### src/hw/rtl/assert_macros.svh
// Assertion macros for the top-level RTL of the gyro integrator.
`ifndef ASSERT_MACROS_SVH
`define ASSERT_MACROS_SVH
`ifndef SYNTHESIS
// Checked at every rising edge outside reset.
`define GDAI_ASSERT(label, clk, rst, prop) \
  label: assert property (@(posedge clk) disable iff (rst) prop) \
    else $error("gyro integrator assertion failed");
// Checked at every rising edge, reset included.
`define GDAI_ASSERT_ALWAYS(label, clk, prop) \
  label: assert property (@(posedge clk) prop) \
    else $error("gyro integrator assertion failed");
`else
`define GDAI_ASSERT(label, clk, rst, prop)
`define GDAI_ASSERT_ALWAYS(label, clk, prop)
`endif
`endif

### src/hw/rtl/gdai_pkg.sv
// Package with the types, widths and constants of the gyro delta-angle integrator.
package gdai_pkg;

  localparam int ANGLE_WIDTH     = 48;
  localparam int DELTA_WIDTH     = 32;
  localparam int COEF_WIDTH      = 16;
  localparam int COEF_FRAC       = 14;
  localparam int ROW_WIDTH       = 3 * COEF_WIDTH;
  localparam int STAMP_WIDTH     = 64;
  localparam int PERIOD_WIDTH    = 20;
  localparam int EARTH_WIDTH     = 16;
  localparam int EARTH_FRAC      = 16;
  localparam int MAX_INTERVAL_US = 1000000;
  localparam int CFG_INDEX_WIDTH = 3;
  localparam int CFG_DATA_WIDTH  = 48;

  localparam int PROD_WIDTH       = DELTA_WIDTH + COEF_WIDTH;
  localparam int ROT_SUM_WIDTH    = PROD_WIDTH + 2;
  localparam int ROT_OUT_WIDTH    = ROT_SUM_WIDTH - COEF_FRAC;
  localparam int EARTH_PROD_WIDTH = EARTH_WIDTH + PERIOD_WIDTH + 1;
  localparam int EARTH_OUT_WIDTH  = EARTH_PROD_WIDTH - EARTH_FRAC;

  localparam logic [ANGLE_WIDTH-1:0]  ROLL_RESET     = 48'd6746518852;
  localparam logic [ROW_WIDTH-1:0]    ROT_ROW0_RESET = 48'h0000_0000_4000;
  localparam logic [ROW_WIDTH-1:0]    ROT_ROW1_RESET = 48'h0000_4000_0000;
  localparam logic [ROW_WIDTH-1:0]    ROT_ROW2_RESET = 48'h4000_0000_0000;
  localparam logic [PERIOD_WIDTH-1:0] NOMINAL_RESET  = 20'd4000;

  typedef enum logic [2:0] {
    GAP_NORMAL   = 3'd0,
    GAP_FIRST    = 3'd1,
    GAP_DROPPED  = 3'd2,
    GAP_LONG     = 3'd3,
    GAP_BACKWARD = 3'd4
  } gap_status_t;

  typedef enum logic [CFG_INDEX_WIDTH-1:0] {
    CFG_ROT_ROW0       = 3'd0,
    CFG_ROT_ROW1       = 3'd1,
    CFG_ROT_ROW2       = 3'd2,
    CFG_EARTH_RATE     = 3'd3,
    CFG_NOMINAL_PERIOD = 3'd4
  } cfg_index_t;

  typedef struct packed {
    logic signed [DELTA_WIDTH-1:0] delta_x;
    logic signed [DELTA_WIDTH-1:0] delta_y;
    logic signed [DELTA_WIDTH-1:0] delta_z;
    logic [STAMP_WIDTH-1:0]        sample_time;
  } in_item_t;

  typedef struct packed {
    logic signed [ANGLE_WIDTH-1:0] yaw_angle;
    logic signed [ANGLE_WIDTH-1:0] pitch_angle;
    logic signed [ANGLE_WIDTH-1:0] roll_angle;
    logic [STAMP_WIDTH-1:0]        stamp_out;
    logic [2:0]                    gap_status;
  } out_item_t;

endpackage

### src/hw/rtl/gdai_rotate.sv
// One row of the mounting matrix applied to the three delta angles, rounded to nearest.
module gdai_rotate import gdai_pkg::*; (
  input  logic [ROW_WIDTH-1:0]            row,
  input  logic signed [DELTA_WIDTH-1:0]   dx,
  input  logic signed [DELTA_WIDTH-1:0]   dy,
  input  logic signed [DELTA_WIDTH-1:0]   dz,
  output logic signed [ROT_OUT_WIDTH-1:0] delta
);

  logic signed [COEF_WIDTH-1:0]    cx, cy, cz;
  logic signed [PROD_WIDTH-1:0]    px, py, pz;
  logic signed [ROT_SUM_WIDTH-1:0] sum;
  logic [ROT_SUM_WIDTH-1:0]        biased;

  assign cx = $signed(row[COEF_WIDTH-1:0]);
  assign cy = $signed(row[2*COEF_WIDTH-1:COEF_WIDTH]);
  assign cz = $signed(row[3*COEF_WIDTH-1:2*COEF_WIDTH]);

  assign px = cx * dx;
  assign py = cy * dy;
  assign pz = cz * dz;

  assign sum = $signed({{(ROT_SUM_WIDTH-PROD_WIDTH){px[PROD_WIDTH-1]}}, px})
             + $signed({{(ROT_SUM_WIDTH-PROD_WIDTH){py[PROD_WIDTH-1]}}, py})
             + $signed({{(ROT_SUM_WIDTH-PROD_WIDTH){pz[PROD_WIDTH-1]}}, pz});

  // Adding half an LSB and dropping the fraction bits rounds halves upwards.
  assign biased = sum + ROT_SUM_WIDTH'(2 ** (COEF_FRAC - 1));
  assign delta  = $signed(biased[ROT_SUM_WIDTH-1:COEF_FRAC]);

endmodule

### config.mk
export PLATFORM = sky130hd
export DESIGN_NAME = gdai_rotate
export DESIGN_NICKNAME = d
export VERILOG_FILES = /design/src/hw/rtl/assert_macros.svh /design/src/hw/rtl/gdai_pkg.sv /design/src/hw/rtl/gdai_rotate.sv
export SDC_FILE = /design/constraint.sdc
export NUM_CORES = 2
export LEC_CHECK = 0
export ABC_AREA = 0
export BUFFER_PORTS_ARGS = -buffer_cell sky130_fd_sc_hd__buf_2
export CORE_MARGIN = 2
export CORE_UTILIZATION = 35
export DETAILED_ROUTE_END_ITERATION = 7
export PLACE_DENSITY_LB_ADDON = 0.12
export RECOVER_POWER = 50
export SETUP_SLACK_MARGIN = 0.3
export SLEW_MARGIN = 25
export SYNTH_ARGS = -nofsm -noshare
export SYNTH_HDL_FRONTEND = slang
export SYNTH_SLANG_ARGS = --single-unit
export TNS_END_PERCENT = 1
### constraint.sdc
create_clock -name vclk -period 9.2
set_input_delay 0.46 -clock vclk [all_inputs]
set_output_delay 0.46 -clock vclk [all_outputs]
set_load 0.02 [all_outputs]
==> metrics.cfg <==
[yosys]
synth_top_area_cell=fa_1
syn_avg_cell_area_sq_um=9.261
synth_warnings=0
syn_inst=5760
mappedNetlistArea_sq_mm=0.05334
synth_seq_area_share_pct=0
yosysUniqueCellTypes=50
synth_top_area_share_pct=62.60
syn_nets=7815
ys_top_cells_by_area=fa_1, inv_1, and2_1

[final_layout]
syn_to_final_growth_pct=9.443
clkbuf_count=0
regArea_sq_um=0
layout.cells.most_common=inv_1
multi_input_area_sq_mm=0.04613
mostFrequentLayoutCells=inv_1, fa_1, nand2_1
final_core_util_pct=38.48
layout.nets=7961
final_layout_size_suffix_gt1_share_pct=8.333
nFillCells=15680
nFlopsAndLatches=0

[floorplanning]
coreArea_sq_mm=0.1517
rows=143
start_util_pct=35.16
die_h_microns=394.4
die_w_microns=394.4
io_pins=180
die_area_sq_mm=0.1555

[placed_design]
io_buffers=180
place_congestion=0.9105
dp_hpwl_microns=146100

[sta]
hold_viol=0
period_needed_ns=8.771
tns_ns=0
finalCritPeriodShare_pct=95.33
setup_viol=0
fmax_mhz=114.0
rsz0062_at_grt=true
max_slew_margin_pct=63.23
slew_violations=0
tightest_slew_ns=0.5516

[setup_path]
crit_required_ns=8.74
worstPathMaxFanout=16
end_kind=primary output
critical-path-max-stage-delay_ns=0.62
cp_num_buf_inv=9
critPathKind=in2out
start_kind=input port
crit_family=adder cells
path_common_cell=fa_1
cp.arrival_ns=8.31
critPathSlowestCell=fa_1

[run_status]
outcome=complete, no violations

[route]
wire_per_inst_microns=19.84
ant_nets=0
first_pass_iters=5
routed_wirelength_microns=157500
avgViaCountPerCell=4.508
vias=35800
drt_iter0_markers=1639
route.detailed.drc=0

[global_routing]
grt_usage_pct=20.97
grt_pass1_wl_microns=251800
grt_pass1_vias=40270
antenna_found_initial=9
grt-ovfl-total=0
grt_max_degree=33

[min_path]
hp-class=in2out

[clock_network]
hold_buffers=0

[job]
cap_violations=0

[per-layer routing]
metal  vias to the layer above  global-route usage, %  wire length, microns
met5                         -                      0                    52
met4                         8                 0.4839                   560
met3                        39                 0.9331                  5222
met2                       560                  31.86                 67790
met1                     19170                  34.67                 83870
li1                      16010                      -                     -
[repair_timing]
action / CTS / global route
setup endpoints to repair: 25 / 26
cloned: 0 / 2
setup buffers: 2 / 2
pin swaps: 5 / 52
gates resized for setup: 23 / 229
[through the flow]
stage / worst slack [ns] / cell area, sq um / instances / hold slack, ns
floorplan: 0.8830 / 53340 / 5760 / 1.580
global placement: -0.08848 / 57500 / 7928 / 2.290
detailed placement: -0.04327 / 57500 / 7928 / 2.257
CTS: 0.1898 / 57600 / 7930 / 2.265
global route: 0.1359 / 58370 / 7935 / 2.365
finish: 0.4293 / 58380 / 7940 / 2.291
[Yosys cell counts, drive strengths merged (5+ instances only)]
| master | number |
|---|---|
| o21a | 7 |
| nand2b | 42 |
| a21oi | 40 |
| nor3 | 5 |
| nand2 | 871 |
| fa | 1668 |
| nand4 | 6 |
| nor2b | 42 |
| a211oi | 5 |
| inv | 1781 |
| and2 | 594 |
| nor2 | 55 |
| ha | 243 |
| o21bai | 5 |
| a21o | 23 |
| o21ai | 24 |
| xor2 | 18 |
| clkbuf | 246 |
| a31oi | 5 |
| xnor2 | 37 |
| and3 | 5 |
| nand3 | 9 |
[layout make-up]
| cell class | count | area share (%) |
|---|---|---|
| antenna | 6 | 0.02572 |
| tap | 2030 | 4.351 |
| timing repair buffer | 393 | 5.135 |
| multi-input combinational | 3729 | 79.01 |
| inverter | 1782 | 11.48 |
[cells by family after synthesis]
family                   after synthesis  synth area share [%]
AND/OR/NAND/NOR                     1638                 14.90
buffers and inverters               2031                 14.30
AO/OA/AOI/OAI                        125                 1.602
XOR/XNOR                              55                0.9031
adder cells (fa/ha/maj)             1911                 68.30
[worst paths after layout]
kind	from	slack, ns	end	cells after the start
setup / recovery	row[37]	0.43	delta[12]	28
hold / removal	dx[0]	2.29	delta[1]	8
