`src/hw/rtl/assert_macros.svh`:
```
// Assertion macros for the top-level RTL of the gyro integrator.
`ifndef ASSERT_MACROS_SVH
`define ASSERT_MACROS_SVH
`ifndef SYNTHESIS
// Checked at every rising edge outside reset.
`define GDAI_ASSERT(label, clk, rst, prop) \
  label: assert property (@(posedge clk) disable iff (rst) prop) \
    else $error("gyro integrator assertion failed");
// Checked at every rising edge, reset included.
`define GDAI_ASSERT_ALWAYS(label, clk, prop) \
  label: assert property (@(posedge clk) prop) \
    else $error("gyro integrator assertion failed");
`else
`define GDAI_ASSERT(label, clk, rst, prop)
`define GDAI_ASSERT_ALWAYS(label, clk, prop)
`endif
`endif

```
`src/hw/rtl/gdai_pkg.sv`:
```
// Package with the types, widths and constants of the gyro delta-angle integrator.
package gdai_pkg;

  localparam int ANGLE_WIDTH     = 48;
  localparam int DELTA_WIDTH     = 32;
  localparam int COEF_WIDTH      = 16;
  localparam int COEF_FRAC       = 14;
  localparam int ROW_WIDTH       = 3 * COEF_WIDTH;
  localparam int STAMP_WIDTH     = 64;
  localparam int PERIOD_WIDTH    = 20;
  localparam int EARTH_WIDTH     = 16;
  localparam int EARTH_FRAC      = 16;
  localparam int MAX_INTERVAL_US = 1000000;
  localparam int CFG_INDEX_WIDTH = 3;
  localparam int CFG_DATA_WIDTH  = 48;

  localparam int PROD_WIDTH       = DELTA_WIDTH + COEF_WIDTH;
  localparam int ROT_SUM_WIDTH    = PROD_WIDTH + 2;
  localparam int ROT_OUT_WIDTH    = ROT_SUM_WIDTH - COEF_FRAC;
  localparam int EARTH_PROD_WIDTH = EARTH_WIDTH + PERIOD_WIDTH + 1;
  localparam int EARTH_OUT_WIDTH  = EARTH_PROD_WIDTH - EARTH_FRAC;

  localparam logic [ANGLE_WIDTH-1:0]  ROLL_RESET     = 48'd6746518852;
  localparam logic [ROW_WIDTH-1:0]    ROT_ROW0_RESET = 48'h0000_0000_4000;
  localparam logic [ROW_WIDTH-1:0]    ROT_ROW1_RESET = 48'h0000_4000_0000;
  localparam logic [ROW_WIDTH-1:0]    ROT_ROW2_RESET = 48'h4000_0000_0000;
  localparam logic [PERIOD_WIDTH-1:0] NOMINAL_RESET  = 20'd4000;

  typedef enum logic [2:0] {
    GAP_NORMAL   = 3'd0,
    GAP_FIRST    = 3'd1,
    GAP_DROPPED  = 3'd2,
    GAP_LONG     = 3'd3,
    GAP_BACKWARD = 3'd4
  } gap_status_t;

  typedef enum logic [CFG_INDEX_WIDTH-1:0] {
    CFG_ROT_ROW0       = 3'd0,
    CFG_ROT_ROW1       = 3'd1,
    CFG_ROT_ROW2       = 3'd2,
    CFG_EARTH_RATE     = 3'd3,
    CFG_NOMINAL_PERIOD = 3'd4
  } cfg_index_t;

  typedef struct packed {
    logic signed [DELTA_WIDTH-1:0] delta_x;
    logic signed [DELTA_WIDTH-1:0] delta_y;
    logic signed [DELTA_WIDTH-1:0] delta_z;
    logic [STAMP_WIDTH-1:0]        sample_time;
  } in_item_t;

  typedef struct packed {
    logic signed [ANGLE_WIDTH-1:0] yaw_angle;
    logic signed [ANGLE_WIDTH-1:0] pitch_angle;
    logic signed [ANGLE_WIDTH-1:0] roll_angle;
    logic [STAMP_WIDTH-1:0]        stamp_out;
    logic [2:0]                    gap_status;
  } out_item_t;

endpackage

```
`src/hw/rtl/gdai_interval.sv`:
```
// Sample interval, gap status and the earth-rate correction for roll.
module gdai_interval import gdai_pkg::*; (
  input  logic [STAMP_WIDTH-1:0]            now,
  input  logic [STAMP_WIDTH-1:0]            prev_time,
  input  logic                              seen,
  input  logic [PERIOD_WIDTH-1:0]           nominal,
  input  logic signed [EARTH_WIDTH-1:0]     earth,
  output gap_status_t                       status,
  output logic signed [EARTH_OUT_WIDTH-1:0] earth_term
);

  logic [STAMP_WIDTH-1:0]          diff;
  logic [PERIOD_WIDTH-1:0]         interval;
  logic [PERIOD_WIDTH+2:0]         twice_diff;
  logic [PERIOD_WIDTH+2:0]         five_nominal;
  logic                            dropped;
  logic signed [EARTH_PROD_WIDTH-1:0] prod;
  logic [EARTH_PROD_WIDTH-1:0]     biased;

  assign diff         = now - prev_time;
  assign twice_diff   = {2'b00, diff[PERIOD_WIDTH-1:0], 1'b0};
  assign five_nominal = {3'b000, nominal} + {1'b0, nominal, 2'b00};
  assign dropped      = twice_diff > five_nominal;

  always_comb begin
    interval = nominal;
    status   = GAP_NORMAL;
    if (!seen) begin
      status = GAP_FIRST;
    end else if (now < prev_time) begin
      status = GAP_BACKWARD;
    end else if (diff < STAMP_WIDTH'(MAX_INTERVAL_US)) begin
      interval = diff[PERIOD_WIDTH-1:0];
      status   = dropped ? GAP_DROPPED : GAP_NORMAL;
    end else begin
      status = GAP_LONG;
    end
  end

  assign prod       = earth * $signed({1'b0, interval});
  assign biased     = prod + EARTH_PROD_WIDTH'(2 ** (EARTH_FRAC - 1));
  assign earth_term = $signed(biased[EARTH_PROD_WIDTH-1:EARTH_FRAC]);

endmodule

```
`config.mk`:
```
export PLATFORM = sky130hd
export DESIGN_NAME = gdai_interval
export DESIGN_NICKNAME = d
export VERILOG_FILES = /design/src/hw/rtl/assert_macros.svh /design/src/hw/rtl/gdai_pkg.sv /design/src/hw/rtl/gdai_interval.sv
export SDC_FILE = /design/constraint.sdc
export NUM_CORES = 1
export LEC_CHECK = 0
export BUFFER_PORTS_ARGS = -buffer_cell sky130_fd_sc_hd__buf_4
export CORE_MARGIN = 2
export CORE_UTILIZATION = 44
export DETAILED_ROUTE_END_ITERATION = 7
export GPL_ROUTABILITY_DRIVEN = 0
export GPL_TIMING_DRIVEN = 1
export SLEW_MARGIN = 30
export SYNTH_ARGS = -nofsm -noshare
export SYNTH_HDL_FRONTEND = slang
export SYNTH_SLANG_ARGS = --single-unit
```
`constraint.sdc`:
```
create_clock -name vclk -period 15.75
set_input_delay 1.575 -clock vclk [all_inputs]
set_output_delay 1.575 -clock vclk [all_outputs]
set_load 0.005 [all_outputs]
```
==> results of run 1 <==
-- stage by stage --
stage	cells	area [µm²]	total power, mW	setup WS, ns	hold slack (ns)
after floorplan	2257	17300	2.53	2.87	3.19
after global placement	2873	19000	3.86	1.27	3.44
after detailed placement	2873	19000	3.92	1.19	3.44
after CTS	2873	19000	3.94	1.14	3.45
after global routing	2873	19000	4.41	0.475	3.45
final	2873	19000	3.90	1.05	3.44
-- tightest hold or removal path: cells and delay by family --
kind / cells / cell delay [ns]
buf+inv: 2 / 0.24
simple gates: 1 / 0.06
-- power groups by stage --
stage               Clock, mW  Combinational, mW  Sequential [mW]
floorplan                   0               2.53                0
CTS                         0               3.94                0
detailed placement          0               3.92                0
finish                      0               3.90                0
global route                0               4.41                0
global placement            0               3.86                0
-- routing by layer --
layer	wire length, µm	share of wire, %
met5	0	0
met4	1610	3.1
met3	2990	5.8
met2	24800	48
met1	22500	43
-- cells by family after synthesis --
logic type	count (synthesis)	share of synthesized area, %
XOR/XNOR	63	3.19
adder cells (fa/ha/maj)	481	45.7
buffers and inverters	515	11.4
AO/OA/AOI/OAI	452	17.1
multiplexers	22	1.40
AND/OR/NAND/NOR	724	21.3
-- cells in the mapped netlist (all sizes together) (10+ instances only) --
| cell | count |
|---|---|
| nand2b | 34 |
| o211ai | 10 |
| or2 | 12 |
| clkbuf | 67 |
| and2 | 143 |
| a21o | 38 |
| xor2 | 24 |
| nor2 | 93 |
| nor3 | 29 |
| o21a | 14 |
| or3 | 13 |
| buf | 31 |
| mux2 | 15 |
| nand3 | 16 |
| fa | 251 |
| nor2b | 47 |
| a21oi | 140 |
| xnor2 | 39 |
| nand4 | 45 |
| o21ai | 106 |
| a211oi | 22 |
| ha | 230 |
| nand2 | 251 |
| inv | 417 |
| o21bai | 23 |
| and4 | 14 |
-- worst paths after layout --
path / startpoint / to / slack (ns)
setup / recovery: now[0] / earth_term[17] / 1.05
hold / removal: seen / status[0] / 3.44
-- cell type report --
cell class                 instances  area, µm²  area share, %
tap                              518        648           3.41
inverter                         417       1570           8.23
multi-input combinational       1742      15300           80.6
timing repair buffer             196       1470           7.74
==> impl_results.md, run 1 <==
- Status: finished clean
- Overflow after GRT: 0
- Largest net degree at the start of global routing: 25
- Critical path's slowest cell: a2111oi_1
- Final Cycle Share: just over 90%
- Leak: slightly below 10 nW
- Met3 Usage GRT: roughly 2.1%
- Post-Synthesis Cells: 2257
- Die ar.: between 40000 and 50000 µm²
- Clock power frac: 0%
- Achievable clock frequency: around 0.07 GHz
- Slowest cell delay on critical path: between 0.9 and 1 ns
- Levels on crit path: 38
- Core area: 38700 µm²
- Register area: 0 µm²
- Util after Layout: around half
- Port bufs: ~190
- GR met1 Demand/Resource: between 30% and 40%
- Area Overhead vs Synth: 9.85%
- Hold Fails Final Rpt: 0
- Post-layout minimum cycle time: around 15 ns
- Worst setup EP type: output pin
- Layout cells sized above 1: 10.3%
- Pins Over Slew Limit: 0
- Number of global-route vias before repair: roughly 17000
- Cts repair resizes: 0
- Yosys cell types: between 80 and 90
- Setup CP Type: in2out
- Combinational Power Share: 100.0%
- Final-layout clock buffer total: 0
- Post-DRT Antenna Nets: 0
- # rows: 72
- Cell internal pwr: 1.79 mW
- Vias after detailed routing: around 16000
- Worst-path maximum fanout: 24
- Leading area contributor after synthesis: fa_1
- Drt first pass iters: 6
- Crit path buffers/inverters: 7
- Commonest cells after routing, fill and taps aside: 417 x inv_1, 251 x nand2_1, 251 x fa_1
- Number of diodes: 0
- Unrepaired setup endpoints after global routing: no
- Max VDD drop: between 0.3 and 0.4 mV
- Met2 GRT Util: a little under half
- Setup violations, final: 0
- Seq_cells: 0
- Sw Ratio: a little over half
- Syn avg cell area: approximately 7.7 µm²
- Die Wd: around 200 µm
- NetSw: roughly 2.1 mW
- Top cell by count, worst path: fa_1
- YS warnings: 0
- Global Route Usage Sum: approximately a quarter
- Netlist Area Pre-Place: 17300 µm²
- Via density: 5.61
- CP Launch Type: input pin
- Routed len/inst: 18.0 µm
- Hpwl dp: 43600 µm
- Global-route wire length before repair: 86200 µm
- Hold Path Class: in2out
- Syn_nets: 2903
- CTS Hold Bufs: 0
- Die Height: just over 200 µm
- Top Usage Layer GRT: met2
- Total Wirelength: about 52000 µm
- I/O Pins: approximately 190
- Area share of the largest cell type after synthesis: just under 30%
- Sequential-to-total area share from yosys stat: 0%
- Worst path top cell family by delay: adder cells
- Initial cell density of the core: between 40% and 50%
- Fin nets: ~3000
- Power Density: 205 nW/µm²
- Largest cells by area after synthesis: fa_1 29%, ha_1 17%, inv_1 9.0%, nand2_1 5.4%, and2_1 5.2%
- Max Cap Violations: 0
- Residual DRC: 0
- Commonest non-fill, non-tap cell in the layout: inv_1
- CP Data Arrival Time: about 13 ns
- Post-CTS Setup Bufs: 0
- Seq pwr share: 0%
- CP required: ~14 ns
- Setup TNS: 0 ns
- Initial DRC count: approximately 1100
- Initial antenna violation count: 0
- Worst-Margin Slew: roughly 1.0 ns
- Hold Crit Depth: 3
- Slew HR: around a third
- Fillers: 3938
(Power assumes the default switching activity.)
==> inputs of run 2 (changes only) <==
--- a/config.mk
+++ b/config.mk
@@ -5,6 +5,7 @@
 export SDC_FILE = /design/constraint.sdc
 export NUM_CORES = 1
 export LEC_CHECK = 0
+export ABC_AREA = 1
 export BUFFER_PORTS_ARGS = -buffer_cell sky130_fd_sc_hd__buf_4
 export CORE_MARGIN = 2
 export CORE_UTILIZATION = 44
==> impl_results.md, run 2 <==
- Seq_cells: 0
- Power Density: 209 nW/µm²
- Commonest cells after routing, fill and taps aside: 958 x nand2_1, 821 x inv_1, 348 x nor2_1
- Unrepaired setup endpoints after global routing: no
- Worst-Margin Slew: between 0.7 and 0.8 ns
- Commonest non-fill, non-tap cell in the layout: nand2_1
- Overflow after GRT: 0
- Residual DRC: 3
- Die Height: ~210 µm
- Achievable clock frequency: between 0.07 and 0.08 GHz
- Sequential-to-total area share from yosys stat: 0%
- Hold WS: about 3.6 ns
- Hold Fails Final Rpt: 0
- Via density: ~5.1
- Number of global-route vias before repair: about 20000
- CP Launch Type: input pin
- Initial antenna violation count: 0
- Synth top cells by count: 958 x nand2_1, 821 x inv_1, 348 x nor2_1, 251 x fa_1, 230 x ha_1
- Hold Crit Depth: 4
- Hold Path Class: in2out
- YS warnings: 0
- Max VDD drop: about 0.53 mV
- Netlist Area Pre-Place: around 19000 µm²
- CTS Hold Bufs: 0
- Slowest cell delay on critical path: around 0.54 ns
- Synth Area in Compound Gates: 5.88%
- End of the worst hold path: status[2]
- Max Cap Violations: 0
- Setup slack at placement: approximately 3.4 ns
- CP required: between 10 and 15 ns
- Fin nets: about 4000
- Simple-gate area share of the yosys netlist: around 33%
- Post-synthesis mux area share: 0%
- Global Route Usage Sum: approximately 29%
- Layout cells sized above 1: under 10%
- Area share of the largest cell type after synthesis: a little over a quarter
- Setup CP Type: in2out
- Setup violations, final: 0
- Pins Over Slew Limit: 0
- Global-route wire length before repair: about 100000 µm
- Worst-path maximum fanout: 30
- Core area: about 43000 µm²
- Area Overhead vs Synth: 10.8%
- Largest cells by area after synthesis: fa_1 26%, nand2_1 19%, inv_1 16%, ha_1 15%, nor2_1 6.8%
- Final Cycle Share: around four fifths
- CP Data Arrival Time: around 11 ns
- Status: finished with violations
- Top-count cell post-synth: nand2_1
- Hold Crit Start: seen
- Slew HR: 47.0%
- Post-CTS Setup Bufs: 0
- Leading area contributor after synthesis: fa_1
- Syn avg cell area: about 6.1 µm²
- # rows: 76
- Final-layout clock buffer total: 0
- Post-Synthesis Cells: roughly 3100
- Vias after detailed routing: between 15000 and 20000
- Port bufs: 189
- Total Wirelength: approximately 63000 µm
- Hpwl dp: between 50000 and 60000 µm
- Cts repair resizes: 0
- Leak: approximately 13 nW
- Setup WS post-layout: between 3 and 4 ns
- Post-DRT Antenna Nets: 0
- Failing checks: DRC
- Die Wd: 212 µm
- Adder-Cell Fraction of Synth Area: around two fifths
- Critical path's slowest cell: fa_1
- Setup TNS: 0 ns
- Register area: 0 µm²
- Routed len/inst: 16.3 µm
- Die ar.: between 40000 and 50000 µm²
- Largest net degree at the start of global routing: 31
- Post-layout minimum cycle time: ~13 ns
- I/O Pins: 189
- Drt first pass iters: 8
- Largest family of logic cells by synthesized area: adder cells
- XOR/XNOR share of the synthesized area: 2.38%
- Worst setup EP type: output pin
- Initial cell density of the core: between 40 and 50%
- Number of diodes: 0
- Crit path launch: now[0]
- Syn_nets: roughly 3800
- Initial DRC count: 1439
- Top cell by count, worst path: nand2_1
- Yosys cell types: 46
[run 2: changes by cell type in the layout (fill, tap and decap cells not counted), moves of 19 or more]
cell / before / now
nand2_2: 0 / 21
a21oi_1: 137 / 114
nand3_1: 16 / 100
o21ai_0: 96 / 40
nand2b_1: 34 / 0
nor2b_1: 47 / 0
nor2_1: 92 / 348
inv_1: 417 / 821
nand2_1: 251 / 958
a21o_1: 38 / 1
a211oi_1: 21 / 2
and2_1: 143 / 6
[run 2: worst max-delay path by stage]
| stage | to | slack, ns | cells after the start |
|---|---|---|---|
| 4_1_cts | earth_term[20] | 3.39 | 41 |
| 5_1_grt | earth_term[17] | 2.71 | 43 |
| 3_5_place_dp | earth_term[19] | 3.40 | 42 |
| 3_3_place_gp | earth_term[16] | 3.47 | 43 |
| 2_1_floorplan | earth_term[20] | 5.19 | 44 |
| 6_report | earth_term[20] | 3.22 | 41 |
[run 2: per-stage QoR]
step                cells  utilization [%]  cell area [µm²]  power, mW
CTS                  3888             49.3            21100       4.40
finish               3888             49.3            21100       4.41
global placement     3888             49.3            21100       4.34
floorplan            3142                -            19100       2.80
global route         3888             49.3            21100       5.02
detailed placement   3888             49.3            21100       4.37
[run 2: worst max-delay path, delay by kind of cell]
family | cells | cell delay (ns)
buffers and inverters | 8 | 1.19
AOI/OAI and AO/OA | 6 | 1.67
and+or+nand+nor | 17 | 2.37
xor gates and xnor gates | 1 | 0.18
adders and majority gates | 9 | 3.96
[run 2: area by class of cell]
class | instances | area, µm²
fillers | 4606 | 21800
multi-input cells | 2273 | 15800
well taps | 585 | 732
inverters | 836 | 3140
repair buffers | 194 | 1460
[run 2: metal layers]
| layer | global-route usage, % | vias up | wire length, µm |
|---|---|---|---|
| met2 | 46.9 | 856 | 27800 |
| met5 | 0 | - | 0 |
| met1 | 38.8 | 9192 | 27200 |
| met3 | 4.98 | 142 | 5710 |
| met4 | 10.4 | 0 | 2710 |
| li1 | - | 9624 | - |
[run 2: logic make-up (layout without fill, tap and decap cells)]
group | Yosys count | in the layout
buf+inv | 869 | 1030
xor+xnor | 50 | 50
simple gates | 1543 | 1543
compound gates | 199 | 199
fa+ha+maj | 481 | 481
[run 2: power breakdown]
group	switching [mW]	internal [mW]	total, mW
Clock	0	0	0
Sequential	0	0	0
Combinational	2.65	1.76	4.41
==> inputs of run 3 (changes only) <==
==> constraint.sdc (replaced) <==
create_clock -name vclk -period 10.32
set_input_delay 1.032 -clock vclk [all_inputs]
set_output_delay 1.032 -clock vclk [all_outputs]
set_load 0.005 [all_outputs]
==> impl_results.md, run 3 (synthesized netlist as in run 2, its figures left out) <==
- Hpwl dp: 57500 µm
- CP required: between 9 and 10 ns
- Slowest cell delay on critical path: 0.60 ns
- Commonest non-fill, non-tap cell in the layout: nand2_1
- Hold Path Class: in2out
- Critical path's slowest cell: fa_2
- Worst-path maximum fanout: 8
- Area occupied by multi-input gates: 17100 µm²
- # rows: between 70 and 80
- Slew HR: between 50% and 60%
- Power Density: roughly 400 nW/µm²
- Unrepaired setup endpoints after global routing: yes
- Port bufs: ~190
- Residual DRC: 0
- Post-layout minimum cycle time: slightly above 10 ns
- Pins Over Slew Limit: 0
- Total Wirelength: 66000 µm
- Setup slack at placement: -0.153 ns
- Achievable clock frequency: around 0.099 GHz
- Die Wd: 212 µm
- Commonest cells after routing, fill and taps aside: 901 x nand2_1, 807 x inv_1, 316 x buf_4
- Overflow after GRT: 0
- Routed len/inst: about 16 µm
- I/O Pins: approximately 190
- Setup CP Type: in2out
- Core area: ~43000 µm²
- Final Cycle Share: between 90% and 100%
- Hold WS: about 2.3 ns
- Setup violations, final: 0
- Register area: 0 µm²
- CP Data Arrival Time: 9.03 ns
- Initial DRC count: ~1700
- Worst setup EP type: output pin
- Fillers: 4419
- Max VDD drop: between 0.9 and 1 mV
- CP Launch Type: input pin
- Global Route Usage Sum: between 20% and 30%
- Worst-Margin Slew: 0.731 ns
- Leak: between 10 and 15 nW
- Initial antenna violation count: 1
- Die Height: around 210 µm
- Final-layout clock buffer total: 0
- Drt first pass iters: 5
- Seq_cells: 0
- Area Overhead vs Synth: 23.8%
- Die ar.: 45000 µm²
- Fin nets: just over 4000
- Largest net degree at the start of global routing: 20
- Initial cell density of the core: approximately 44%
- Vias after detailed routing: 20500
- Top cell by count, worst path: nand2_1
- Hold Fails Final Rpt: 0
- Max Cap Violations: 0
- Layout cells sized above 1: approximately 20%
- Via density: between 5 and 6
- Status: finished clean
- Setup WS post-layout: around 0.26 ns
- Global-route wire length before repair: between 100000 and 150000 µm
- Number of global-route vias before repair: ~20000
- Post-DRT Antenna Nets: 0
-- run 3: metrics by stage --
stage	cells	power, mW	util (%)	TNS, ns	instance area (µm²)
2_1_floorplan	3142	4.28	-	0	19100
3_3_place_gp	3994	7.62	51.2	-0.167	21900
3_5_place_dp	3994	7.66	51.2	-1.07	21900
4_1_cts	3998	7.76	51.4	0	22000
5_1_grt	4032	10.5	55.1	-0.773	23600
6_report	4033	9.56	55.1	0	23600
-- run 3: final timing paths --
path / depth (start not counted) / slack, ns / end / start
min: 3 / 2.34 / status[0] / seen
max: 40 / 0.26 / earth_term[16] / now[60]
-- run 3: layout make-up --
cell class | instances | share of cell area [%]
diodes | 1 | 0.0106
inverters | 836 | 13.3
multi-input cells | 2273 | 72.3
well taps | 585 | 3.10
repair buffers | 338 | 11.3
-- run 3: layer usage --
layer | share of wire, % | vias to the layer above | routed length [µm] | GRT usage (%)
li1 | - | 9906 | - | -
met1 | 44 | 9655 | 28800 | 40.8
met2 | 45 | 825 | 29800 | 48.7
met3 | 8.7 | 121 | 5750 | 4.52
met4 | 2.6 | 0 | 1720 | 6.53
met5 | 0 | - | 0 | 0
-- run 3: timing repair --
item | 4_1_cts | 5_1_grt
gates cloned | 0 | 0
resized for setup | 22 | 343
hold buffers | 0 | 0
pin swaps | 4 | 106
endpoints found under the setup margin | 15 | 21
setup buffers | 4 | 34
-- run 3: power breakdown --
group          internal, mW  switching (mW)    total (mW)  leakage, nW
Sequential                0               0             0            0
Clock          0.0000000130               0  0.0000000130   0.00000634
Combinational          4.44            5.12          9.56         13.6
-- run 3: critical path: cells and delay by family --
| family | cells | cell delay (ns) |
|---|---|---|
| fa+ha+maj | 8 | 3.85 |
| buf+inv | 10 | 1.02 |
| simple gates | 13 | 1.69 |
| compound gates | 8 | 1.27 |
| xor+xnor | 1 | 0.18 |
